File: config.mk
export PLATFORM = sky130hd
export DESIGN_NAME = circular_easing_curve_top_flat
export DESIGN_NICKNAME = d
export VERILOG_FILES = /design/src/rtl/cec_pkg.sv /design/src/rtl/cec_if.sv /design/src/rtl/cec_div_cell.sv /design/src/rtl/cec_sqrt_cell.sv /design/src/rtl/circular_easing_curve_top.sv /design/src/flat_wrapper.sv
export SDC_FILE = /design/constraint.sdc
export NUM_CORES = 2
export LEC_CHECK = 0
export ABC_AREA = 1
export BUFFER_PORTS_ARGS = -buffer_cell sky130_fd_sc_hd__buf_2
export CORE_MARGIN = 10
export CORE_UTILIZATION = 60
export CTS_CLUSTER_SIZE = 24
export DETAILED_ROUTE_END_ITERATION = 12
export PLACE_DENSITY = 0.76
export SYNTH_ARGS = -nofsm -noshare
export SYNTH_HDL_FRONTEND = slang
export SYNTH_SLANG_ARGS = --single-unit
File: constraint.sdc
create_clock -name clk -period 99.4 [get_ports clk]
set_input_delay 9.94 -clock clk [delete_from_list [all_inputs] [get_ports clk]]
set_output_delay 9.94 -clock clk [all_outputs]
set_load 0.005 [all_outputs]
File: src/rtl/cec_pkg.sv
// ----------------------------------------------------------------------------
// cec_pkg
// Shared constants and types for the circular easing curve pipeline.
// ----------------------------------------------------------------------------
package cec_pkg;

  localparam int unsigned TIME_WIDTH_DEF = 16;
  localparam int unsigned FRAC_BITS_DEF  = 16;
  localparam int unsigned ADDR_WIDTH     = 3;

  typedef enum logic [1:0] {
    MODE_IN    = 2'd0,
    MODE_OUT   = 2'd1,
    MODE_INOUT = 2'd2,
    MODE_SPARE = 2'd3
  } ease_mode_t;

  typedef enum logic [ADDR_WIDTH-1:0] {
    REG_DURATION = 3'd0,
    REG_MODE     = 3'd4
  } reg_addr_t;

endpackage

File: src/rtl/cec_if.sv
// ----------------------------------------------------------------------------
// cec_in_if / cec_out_if
// Valid/ready channels carrying time words and eased value words.
// ----------------------------------------------------------------------------
interface cec_in_if #(parameter int unsigned TIME_WIDTH = cec_pkg::TIME_WIDTH_DEF);
  logic                  valid;
  logic                  ready;
  logic [TIME_WIDTH-1:0] elapsed_ticks;
  modport source (output valid, output elapsed_ticks, input ready);
  modport sink   (input valid, input elapsed_ticks, output ready);
endinterface

interface cec_out_if #(parameter int unsigned FRAC_BITS = cec_pkg::FRAC_BITS_DEF);
  logic               valid;
  logic               ready;
  logic [FRAC_BITS:0] eased_value;
  logic               clamped;
  modport source (output valid, output eased_value, output clamped, input ready);
  modport sink   (input valid, input eased_value, input clamped, output ready);
endinterface

File: src/rtl/cec_div_cell.sv
// ----------------------------------------------------------------------------
// cec_div_cell
// One restoring division step: yields one quotient bit per cell.
// ----------------------------------------------------------------------------
module cec_div_cell #(
  parameter int unsigned TW = cec_pkg::TIME_WIDTH_DEF,
  parameter int unsigned QW = cec_pkg::FRAC_BITS_DEF + 2,
  parameter int unsigned PW = 40
) (
  input  logic          clk,
  input  logic          rst,
  input  logic          en,
  input  logic          in_valid,
  input  logic [TW:0]   in_rem,
  input  logic [TW-1:0] in_div,
  input  logic [QW-1:0] in_quo,
  input  logic [PW-1:0] in_pass,
  output logic          out_valid,
  output logic [TW:0]   out_rem,
  output logic [TW-1:0] out_div,
  output logic [QW-1:0] out_quo,
  output logic [PW-1:0] out_pass
);
  logic [TW+1:0] shifted;
  logic [TW+1:0] diff;
  logic          take;

  always_comb begin
    shifted = {in_rem, 1'b0};
    diff    = shifted - {2'b00, in_div};
    take    = shifted >= {2'b00, in_div};
  end

  always_ff @(posedge clk) begin
    if (rst) begin
      out_valid <= 1'b0;
    end else if (en) begin
      out_valid <= in_valid;
    end
  end

  always_ff @(posedge clk) begin
    if (en) begin
      out_rem  <= take ? diff[TW:0] : shifted[TW:0];
      out_div  <= in_div;
      out_quo  <= {in_quo[QW-2:0], take};
      out_pass <= in_pass;
    end
  end
endmodule

File: src/rtl/cec_sqrt_cell.sv
// ----------------------------------------------------------------------------
// cec_sqrt_cell
// One digit-by-digit square root step: yields one root bit per cell.
// ----------------------------------------------------------------------------
module cec_sqrt_cell #(
  parameter int unsigned RW = cec_pkg::FRAC_BITS_DEF + 1,
  parameter int unsigned PW = 40
) (
  input  logic            clk,
  input  logic            rst,
  input  logic            en,
  input  logic            in_valid,
  input  logic [2*RW-1:0] in_rad,
  input  logic [RW+1:0]   in_rem,
  input  logic [RW-1:0]   in_root,
  input  logic [PW-1:0]   in_pass,
  output logic            out_valid,
  output logic [2*RW-1:0] out_rad,
  output logic [RW+1:0]   out_rem,
  output logic [RW-1:0]   out_root,
  output logic [PW-1:0]   out_pass
);
  logic [RW+1:0] cur;
  logic [RW+1:0] trial;
  logic          take;

  // bring down the next two radicand bits, try root*4+1
  always_comb begin
    cur   = {in_rem[RW-1:0], in_rad[2*RW-1 -: 2]};
    trial = {in_root, 2'b01};
    take  = cur >= trial;
  end

  always_ff @(posedge clk) begin
    if (rst) begin
      out_valid <= 1'b0;
    end else if (en) begin
      out_valid <= in_valid;
    end
  end

  always_ff @(posedge clk) begin
    if (en) begin
      out_rad  <= {in_rad[2*RW-3:0], 2'b00};
      out_rem  <= take ? cur - trial : cur;
      out_root <= {in_root[RW-2:0], take};
      out_pass <= in_pass;
    end
  end
endmodule

File: src/rtl/circular_easing_curve_top.sv
// ----------------------------------------------------------------------------
// circular_easing_curve_top
// Circular easing pipeline: divider chain, squaring stage, root chain.
//
//   port      dir   handshake       word
//   in_ch     sink  valid/ready     elapsed_ticks
//   out_ch    src   valid/ready     eased_value, clamped
//   apb       slave psel/penable    duration_ticks @0, ease_mode @4
//
// one word accepted per cycle while not stalled; stages: FRAC_BITS+2 divider
// cells, one square stage, FRAC_BITS+1 root cells, one output stage.
// the whole row advances together and freezes while the output word is
// held with ready low; rst is synchronous and clears all valid bits.
// ----------------------------------------------------------------------------
module circular_easing_curve_top #(
  parameter int unsigned TIME_WIDTH = cec_pkg::TIME_WIDTH_DEF,
  parameter int unsigned FRAC_BITS  = cec_pkg::FRAC_BITS_DEF
) (
  input  logic                          clk,
  input  logic                          rst,
  cec_in_if.sink                        in_ch,
  cec_out_if.source                     out_ch,
  input  logic                          psel,
  input  logic                          penable,
  input  logic                          pwrite,
  input  logic [cec_pkg::ADDR_WIDTH-1:0] paddr,
  input  logic [31:0]                   pwdata,
  output logic [31:0]                   prdata,
  output logic                          pready
);
  localparam int unsigned TW = TIME_WIDTH;
  localparam int unsigned QW = FRAC_BITS + 2;   // quotient of e*2^(F+2)/d
  localparam int unsigned RW = FRAC_BITS + 1;   // root width
  localparam int unsigned PW = 3;               // mode(2), clamped
  localparam int unsigned SPW = PW + 1;         // mode(2), upper half, clamped
  localparam int unsigned ND = QW;
  localparam int unsigned NS = RW;

  logic [15:0] duration_ticks;
  logic [1:0]  ease_mode;
  logic        adv;

  // configuration
  always_ff @(posedge clk) begin
    if (rst) begin
      duration_ticks <= 16'd1;
      ease_mode      <= 2'd0;
    end else if (psel && penable && pwrite) begin
      unique case (paddr)
        cec_pkg::REG_DURATION: duration_ticks <= pwdata[15:0];
        cec_pkg::REG_MODE:     ease_mode      <= pwdata[1:0];
        default: ;
      endcase
    end
  end

  always_comb begin
    pready = 1'b1;
    unique case (paddr)
      cec_pkg::REG_DURATION: prdata = {16'd0, duration_ticks};
      cec_pkg::REG_MODE:     prdata = {30'd0, ease_mode};
      default:               prdata = 32'd0;
    endcase
  end

  // front: clamp, pick mode
  logic [TW-1:0] dur_eff;
  logic [TW-1:0] e_eff;
  logic          clamp_f;
  logic [1:0]    mode_eff;

  always_comb begin
    dur_eff = (TW >= 16) ? TW'(duration_ticks) : duration_ticks[TW-1:0];
    if (dur_eff == '0) dur_eff = TW'(1);
    clamp_f  = in_ch.elapsed_ticks > dur_eff;
    e_eff    = clamp_f ? dur_eff : in_ch.elapsed_ticks;
    mode_eff = (ease_mode == cec_pkg::MODE_SPARE) ? cec_pkg::MODE_INOUT : ease_mode;
  end

  logic          out_valid;
  assign adv         = !out_valid || out_ch.ready;
  assign in_ch.ready = adv;

  // divider chain: dividend e * 2^(F+2); the remainder is seeded with e
  // itself, so only zeros are shifted in, and e rides along
  logic          dv [ND+1];
  logic [TW:0]   dr [ND+1];
  logic [TW-1:0] dd [ND+1];
  logic [QW-1:0] dq [ND+1];
  logic [PW+TW-1:0] dp [ND+1];

  // start from remainder e with quotient bits F+1..0 left: since e<=d the
  // upper quotient bits are zero unless e==d
  assign dv[0] = in_ch.valid;
  assign dr[0] = {1'b0, e_eff};
  assign dd[0] = dur_eff;
  assign dq[0] = '0;
  assign dp[0] = {mode_eff, clamp_f, e_eff};

  // the first step gives bit F+1 of floor(e*2^(F+2)/d) as the quotient top
  for (genvar i = 0; i < ND; i++) begin : g_div
    cec_div_cell #(.TW(TW), .QW(QW), .PW(PW+TW)) u_cell (
      .clk(clk), .rst(rst), .en(adv),
      .in_valid(dv[i]), .in_rem(dr[i]), .in_div(dd[i]), .in_quo(dq[i]),
      .in_pass(dp[i]),
      .out_valid(dv[i+1]), .out_rem(dr[i+1]), .out_div(dd[i+1]),
      .out_quo(dq[i+1]), .out_pass(dp[i+1])
    );
  end

  // the loop computes floor(e*2^QW/d) with e<d or e==d; remainder seeded
  // with e then shifted QW times gives floor(e*2^QW/d) truncated to QW bits,
  // so e==d would wrap: correct that case explicitly
  logic [QW:0] p2_full;
  logic [1:0]  mode_d;
  logic        clamp_d;
  logic [TW-1:0] e_d;
  always_comb begin
    {mode_d, clamp_d, e_d} = dp[ND];
    p2_full = (e_d == dd[ND]) ? (QW+1)'(1) << QW : {1'b0, dq[ND]};
  end

  // square stage: p2_full = floor(e*2^(F+2)/d); P2 = p2>>1, P = p2>>2
  localparam logic [RW:0] ONE = (RW+1)'(1) << FRAC_BITS;
  logic [RW:0]   x_sel;
  logic          upper_sel;
  logic [RW:0]   pp, pp2;
  always_comb begin
    pp  = {1'b0, p2_full[QW:2]};
    pp2 = p2_full[QW:1];
    upper_sel = 1'b0;
    unique case (mode_d)
      cec_pkg::MODE_IN:  x_sel = pp;
      cec_pkg::MODE_OUT: x_sel = ONE - pp;
      default: begin
        if (pp2 < ONE) begin
          x_sel = pp2;
        end else begin
          x_sel     = (ONE << 1) - pp2;
          upper_sel = 1'b1;
        end
      end
    endcase
  end

  logic            sq_valid;
  logic [2*RW-1:0] sq_rad;
  logic [SPW-1:0]  sq_pass;
  logic [2*RW+1:0] one_sq;
  logic [2*RW+1:0] x_sq;
  always_comb begin
    one_sq = (2*RW+2)'(1) << (2*FRAC_BITS);
    x_sq   = (2*RW+2)'(x_sel) * (2*RW+2)'(x_sel);
  end

  always_ff @(posedge clk) begin
    if (rst) begin
      sq_valid <= 1'b0;
    end else if (adv) begin
      sq_valid <= dv[ND];
    end
  end
  always_ff @(posedge clk) begin
    if (adv) begin
      sq_rad  <= (2*RW)'(one_sq - x_sq);
      sq_pass <= {mode_d, upper_sel, clamp_d};
    end
  end

  // root chain
  logic            sv [NS+1];
  logic [2*RW-1:0] sr [NS+1];
  logic [RW+1:0]   sm [NS+1];
  logic [RW-1:0]   so [NS+1];
  logic [SPW-1:0]  sp [NS+1];

  assign sv[0] = sq_valid;
  assign sr[0] = sq_rad;
  assign sm[0] = '0;
  assign so[0] = '0;
  assign sp[0] = sq_pass;

  for (genvar j = 0; j < NS; j++) begin : g_root
    cec_sqrt_cell #(.RW(RW), .PW(SPW)) u_cell (
      .clk(clk), .rst(rst), .en(adv),
      .in_valid(sv[j]), .in_rad(sr[j]), .in_rem(sm[j]), .in_root(so[j]),
      .in_pass(sp[j]),
      .out_valid(sv[j+1]), .out_rad(sr[j+1]), .out_rem(sm[j+1]),
      .out_root(so[j+1]), .out_pass(sp[j+1])
    );
  end

  // finish: mode bit kept is ease_mode[1] (in-out), [0] is ease out
  logic [RW:0] root_w;
  logic [RW:0] val;
  logic        inout_f;
  always_comb begin
    root_w  = {1'b0, so[NS]};
    inout_f = sp[NS][3];
    if (!inout_f) begin
      val = sp[NS][2] ? root_w : ONE - root_w;
    end else begin
      val = sp[NS][1] ? (ONE + root_w) >> 1 : (ONE - root_w) >> 1;
    end
  end

  always_ff @(posedge clk) begin
    if (rst) begin
      out_valid <= 1'b0;
    end else if (adv) begin
      out_valid <= sv[NS];
    end
  end
  always_ff @(posedge clk) begin
    if (adv) begin
      out_ch.eased_value <= val[RW-1:0];
      out_ch.clamped     <= sp[NS][0];
    end
  end
  assign out_ch.valid = out_valid;

endmodule
File: src/flat_wrapper.sv
// flat-port wrapper written by rule: the top's interface ports become plain ports
module circular_easing_curve_top_flat 
#(
  parameter int unsigned TIME_WIDTH = cec_pkg::TIME_WIDTH_DEF,
  parameter int unsigned FRAC_BITS  = cec_pkg::FRAC_BITS_DEF
)
  (clk, rst, psel, penable, pwrite, paddr, pwdata, prdata, pready, in_ch_valid, in_ch_elapsed_ticks, in_ch_ready, out_ch_valid, out_ch_eased_value, out_ch_clamped, out_ch_ready);
  cec_in_if #(.TIME_WIDTH(TIME_WIDTH)) in_ch_i ();
  cec_out_if #(.FRAC_BITS(FRAC_BITS)) out_ch_i ();
  input  logic clk;
  input  logic rst;
  input  logic psel;
  input  logic penable;
  input  logic pwrite;
  input  logic [cec_pkg::ADDR_WIDTH-1:0] paddr;
  input  logic [31:0] pwdata;
  output logic [31:0] prdata;
  output logic pready;
  input wire logic [$bits(in_ch_i.valid)-1:0] in_ch_valid;
  input wire logic [$bits(in_ch_i.elapsed_ticks)-1:0] in_ch_elapsed_ticks;
  output wire logic [$bits(in_ch_i.ready)-1:0] in_ch_ready;
  output wire logic [$bits(out_ch_i.valid)-1:0] out_ch_valid;
  output wire logic [$bits(out_ch_i.eased_value)-1:0] out_ch_eased_value;
  output wire logic [$bits(out_ch_i.clamped)-1:0] out_ch_clamped;
  input wire logic [$bits(out_ch_i.ready)-1:0] out_ch_ready;
  assign in_ch_i.valid = in_ch_valid;
  assign in_ch_i.elapsed_ticks = in_ch_elapsed_ticks;
  assign in_ch_ready = in_ch_i.ready;
  assign out_ch_valid = out_ch_i.valid;
  assign out_ch_eased_value = out_ch_i.eased_value;
  assign out_ch_clamped = out_ch_i.clamped;
  assign out_ch_i.ready = out_ch_ready;
  circular_easing_curve_top #(.TIME_WIDTH(TIME_WIDTH), .FRAC_BITS(FRAC_BITS)) u_core (.clk(clk), .rst(rst), .in_ch(in_ch_i), .out_ch(out_ch_i), .psel(psel), .penable(penable), .pwrite(pwrite), .paddr(paddr), .pwdata(pwdata), .prdata(prdata), .pready(pready));
endmodule
# --- Word-level counts from Yosys, hierarchy flattened ---
# Index checks and enable logic that the tools add are counted.
classes:
  div_mod_pow: 0
  n_mul: 1
  bitwise: 0
  add_sub_neg: 38
  n_lt_le_gt_ge: 37
  mux: 43
  shift: 0
  n_eq_ne: 4
  n_reduce_logical: 10
op_table:
  columns: ["op", "count"]
  rows:
  - ["$mux 17", 35]
  - ["$ge 18x16->1", 17]
  - ["$sub 17x16->17", 18]
  - ["$pmux 18 s2", 1]
  - ["$sub 17x17->18 const A", 2]
  - ["$mul 18x18->34", 1]
  - ["$sub 33x34->34 const A", 1]
  - ["$mux 16", 2]
  - ["$pmux 16 s2", 1]
  - ["$ge 19x10->1", 1]
  - ["$ge 19x11->1", 1]
  - ["$ge 19x12->1", 1]
  - ["$ge 19x13->1", 1]
  - ["$ge 19x14->1", 1]
  - ["$ge 19x15->1", 1]
  - ["$ge 19x16->1", 1]
  - ["$ge 19x17->1", 1]
  - ["$ge 19x18->1", 1]
  - ["$ge 19x3->1", 1]
  - ["$ge 19x4->1", 1]
  - ["$ge 19x5->1", 1]
  - ["$ge 19x6->1", 1]
  - ["$ge 19x7->1", 1]
  - ["$ge 19x8->1", 1]
  - ["38 further kinds", 40]
word_totals:
  regBits: 1952
  elab_cells: 333
  out_inout_bits: 53
  latchBits: 0
  in_bits: 58
  n_memories: 0
  rom_bits: 0
  ram_bits: 0

# --- Logic depth before layout (Yosys ltp) ---
logic_depth:
  word_depth: 7
  mapped_depth: 46
  depth_no_buf: 45

# --- By module ---
# A second synthesis with hierarchy kept.
hier_totals:
  hier_cells: 15017
  area_unflattened_um2: 147089.8
by_module_without_submodules:
  columns: ["mod", "area_each_um2", "n_inst", "cells_each"]
  rows:
  - ["cec_sqrt_cell", 3923.8, 17, 384]
  - ["cec_div_cell", 3618.5, 18, 363]
  - ["circular_easing_curve_top", 15253.4, 1, 1955]

# --- Least setup slack after synthesis ---
# OpenSTA, ideal clock, no wires.
synth_path:
  path_kind: "input-to-output"
  from: "input port out_ch_ready"
  to: "output port in_ch_ready"
  path_buffers: 2
  t_arrival_ns: 60.247
  setup_slack_ns: 29.213
  stages: 4
  path_cell_list: "nor2_1 clkbuf_1 inv_2 buf_1"
synth_between:
  elab_chain_cells: 1
synth_rtl:
  columns: ["item", "line", "source"]
  rows:
  - ["from (decl)", "flat_wrapper.sv:25", "input wire logic [$bits(out_ch_i.ready)-1:0] out_ch_ready;"]
  - ["$logic_or 1x1->1", "circular_easing_curve_top.sv:81", "assign adv = !out_valid || out_ch.ready;"]
  - ["to (decl)", "flat_wrapper.sv:21", "output wire logic [$bits(in_ch_i.ready)-1:0] in_ch_ready;"]
# No other way between the ends.

# --- Worst setup path after layout ---
# Ends and elaborated chain as after synthesis.

==> summary.md <==
| Metric | Value |
|---|---|
| Initial core utilization | around three fifths |
| R2R Setup Slk | 89.64 ns |
| WP data arrival | approximately 11 ns |
| Area post-placement | about 98000 sq um |
| Final Max Tran Viols | 0 |
| Fillers | 11.46k |
| WS Path Type | primary input to primary output |
| Clk_lat worst skew | between 0.8 and 0.9 ns |
| Vias in the first global route | 58.49k |
| Hold Vio Cnt, Final | 0 |
| Crit-path max FO | around 120 |
| Synthesized area per cell | approximately 12 sq um |
| Cell Rows | 146 |
| CTS H-Tree Depth | 4 |
| Final period util | between 20% and 30% |
| Final TNS setup | 0 ns |
| ANT nets after route | 0 |
| Yosys reg bits | around 1.9k |
| CTS Root Cell | clkbuf_16 |
| Via Count | around 58k |
| Number of synthesized flops with an enable pin | between 1.5k and 2k |
| TritonRoute pass-1 iters | 6 |
| Synth Instances | 8311 |
| Hold path cells | 0 |
| Core box area | ~160000 sq um |
| CTS tree | yes |
| Worst hold endpoint | u_core.g_div[13].u_cell.out_quo[11] |
| Syn-to-layout area delta | 8.951% |
| Synth Flop Type | edfxtp_1 |
| RSZ-0062 raised after global routing | false |
| CP required | between 80 and 90 ns |
| Post-route cell area | roughly 100000 sq um |
| Status | finished, final reports clean |
| Clock Pin Slew Worst Setup and Hold Paths | about 0.06 ns |
| Vias per inst | approximately 5.4 |
| Final wirelength | 171700 um |
| Clk sinks | between 1.5k and 2k |
| Clock buffer depth | 3 |
| Post-CTS setup buffers | 0 |
| Post-cts hold buffer count | 0 |
| Largest net degree at the start of global routing | 207 |
| Reg2reg end | u_core.sq_rad[28] |
| Dominant cell type by area after synthesis | edfxtp_1 |
| Residual DRC | 0 |
| Boundary Pins | approximately 110 |
| Crit path launch type | primary input |
| Gr usage total | roughly a fifth |
| Worst rel slew slack | between 10% and 20% |
| Vert. Die Dim | ~420 um |
| Post-cts sizing count | 0 |
| Post-synth top area share | roughly 58% |
| Register area | 56890 sq um |
| Worst min path class | flip-flop to flip-flop |
| Layout cells sized above 1 | between 5 and 6% |
| Global-route wire length before repair | 282200 um |
| Sequential area share after synthesis | 59.36% |
| Antenna violations before repair | 2 |
| Setup Viol. Count Final | 0 |
| RePlAce Congestion | about 0.95 |
| MaxCap Viol Count | 0 |
| HPWL Detailed | between 100000 and 150000 um |
| Worst R2R Path Depth | a little over 40 |
| 1st-iter DRT viols | about 4.5k |
| Clk_skew | approximately 0.066 ns |
| # port buffers | between 70 and 80 |
| Area of the multi-input gates | 33330 sq um |
| CTS Buf Count | approximately 190 |
| Synth cell types | slightly above 70 |
| DR WL/cell | approximately 16 um |
| Die W | around 420 um |
| Minimum clock period | 21.09 ns |
| Number of nets in the layout | about 9.4k |
| Synthesized cell area | approximately 96000 sq um |
| Hold Startpoint | u_core.g_div[12].u_cell.out_quo[10] |
| Diode count | 0 |
| Worst reg2reg startpoint | u_core.g_div[17].u_cell.out_div[14] |
| Worst Setup End Kind | primary output |
| Die area | about 180000 sq um |
| Worst slew pin tran | 1.244 ns |
| Aggregate global routing overflow | 0 |
| Max frequency | 47.41 MHz |
| Async S/R FF share, synth | 0% |
| Synth warnings | 0 |
| Main area contributors after synthesis | edfxtp_1 (58%), ha_1 (7.6%), fa_1 (5.1%), inv_1 (5.0%), nand2_1 (4.9%) |
stage by stage:
step,worst slack (ns),utilization [%],hold WS (ns),std cells
after floorplan,29.21,-,0.4003,8329
after global placement,78.25,62.03,0.4007,10350
after detailed placement,78.22,62.03,0.4045,10350
after CTS,78.22,65.86,0.3492,10700
after global routing,78.15,65.86,0.3671,10700
final,78.31,65.86,0.3550,10700
area by class of cell:
cell class,count,area share [%]
repair buffers,103,0.5919
clock buffers,238,4.754
well taps,2072,2.483
flip-flops and latches,1913,54.48
inverters,1306,4.709
clock inverters,113,1.058
multi-input cells,4957,31.92
layout by cell type, fill, tap and decap left out, types with 22 or more instances in the layout:
cell type     n
edfxtp_1   1858
inv_1      1279
nand2_1    1241
ha_1        579
nor2_1      560
a21oi_1     546
o21ai_0     540
xor2_1      263
fa_1        245
nand3_1     219
xnor2_1     206
clkbuf_16   190
buf_2        77
o21ai_1      76
nor3_1       61
dfxtp_1      55
clkbuf_1     45
nor4_1       44
clkinv_1     40
nand4_1      39
clkinv_2     39
a21o_1       33
a31oi_1      26
buf_4        23
inv_2        22
Yosys cell counts (all sizes together) (5+ instances only):
cell type  instances
edfxtp          1858
inv             1304
nand2           1267
o21ai            637
nor2             580
ha               579
a21oi            547
xor2             263
fa               245
nand3            225
xnor2            206
clkbuf            78
buf               75
nor3              63
dfxtp             55
nor4              44
nand4             40
a21o              33
a31oi             26
or2               22
o31ai             18
o211ai            17
o21bai            16
a211oi            13
o2111ai           11
a21boi             9
o21a               9
o221ai             9
a221oi             8
a2111oi            7
a22oi              6
a41oi              6
a311oi             5
nand3b             5
o22ai              5
worst max-delay path, cell delays in order:
cell    delay, ns
buf_2        0.09
nor2_2       0.04
buf_4        0.23
inv_8        0.54
buf_2        0.30
worst max path at each step:
stage,start,endpoint,cells after the start
floorplan,out_ch_ready,in_ch_ready,4
global placement,out_ch_ready,in_ch_ready,5
detailed placement,out_ch_ready,in_ch_ready,5
CTS,out_ch_ready,in_ch_ready,5
global route,out_ch_ready,in_ch_ready,5
finish,out_ch_ready,in_ch_ready,5
per-layer routing:
metal  up-vias  GRT usage (%)  routed length, um
met3       428          2.985               7393
met5         -              0                  0
met1     27440          23.85              71380
met2      1291          34.73              86650
met4         0          7.475               6250
li1      28630              -                  -
kinds of logic after synthesis:
family / count (synthesis) / share of synthesized area [%]
compound gates: 1387 / 7.910
xor+xnor: 469 / 4.286
fa+ha+maj: 824 / 12.68
buf+inv: 1459 / 5.934
flops: 1913 / 59.36
mux: 1 / 0.01044
other cells: 2 / 0.007835
simple gates: 2256 / 9.817
state kept, by name (all words and copies together) (netlist names), 17 cells and up:
| name | flops |
|---|---|
| u_core.g_div.u_cell.out_quo | 170 |
| u_core.out_ch.eased_value | 17 |
| u_core.g_div.u_cell.out_valid | 18 |
| u_core.sq_rad | 33 |
| u_core.g_div.u_cell.out_pass | 342 |
| u_core.g_div.u_cell.out_div | 288 |
| u_core.g_div.u_cell.out_rem | 272 |
| u_core.g_root.u_cell.out_rem | 254 |
| u_core.g_root.u_cell.out_pass | 68 |
| u_core.g_root.u_cell.out_valid | 17 |
| u_core.g_root.u_cell.out_rad | 256 |
| u_core.g_root.u_cell.out_root | 153 |
Power is not shown: default switching activity piles up to over one toggle a cycle in this logic, so the estimate is an artifact.
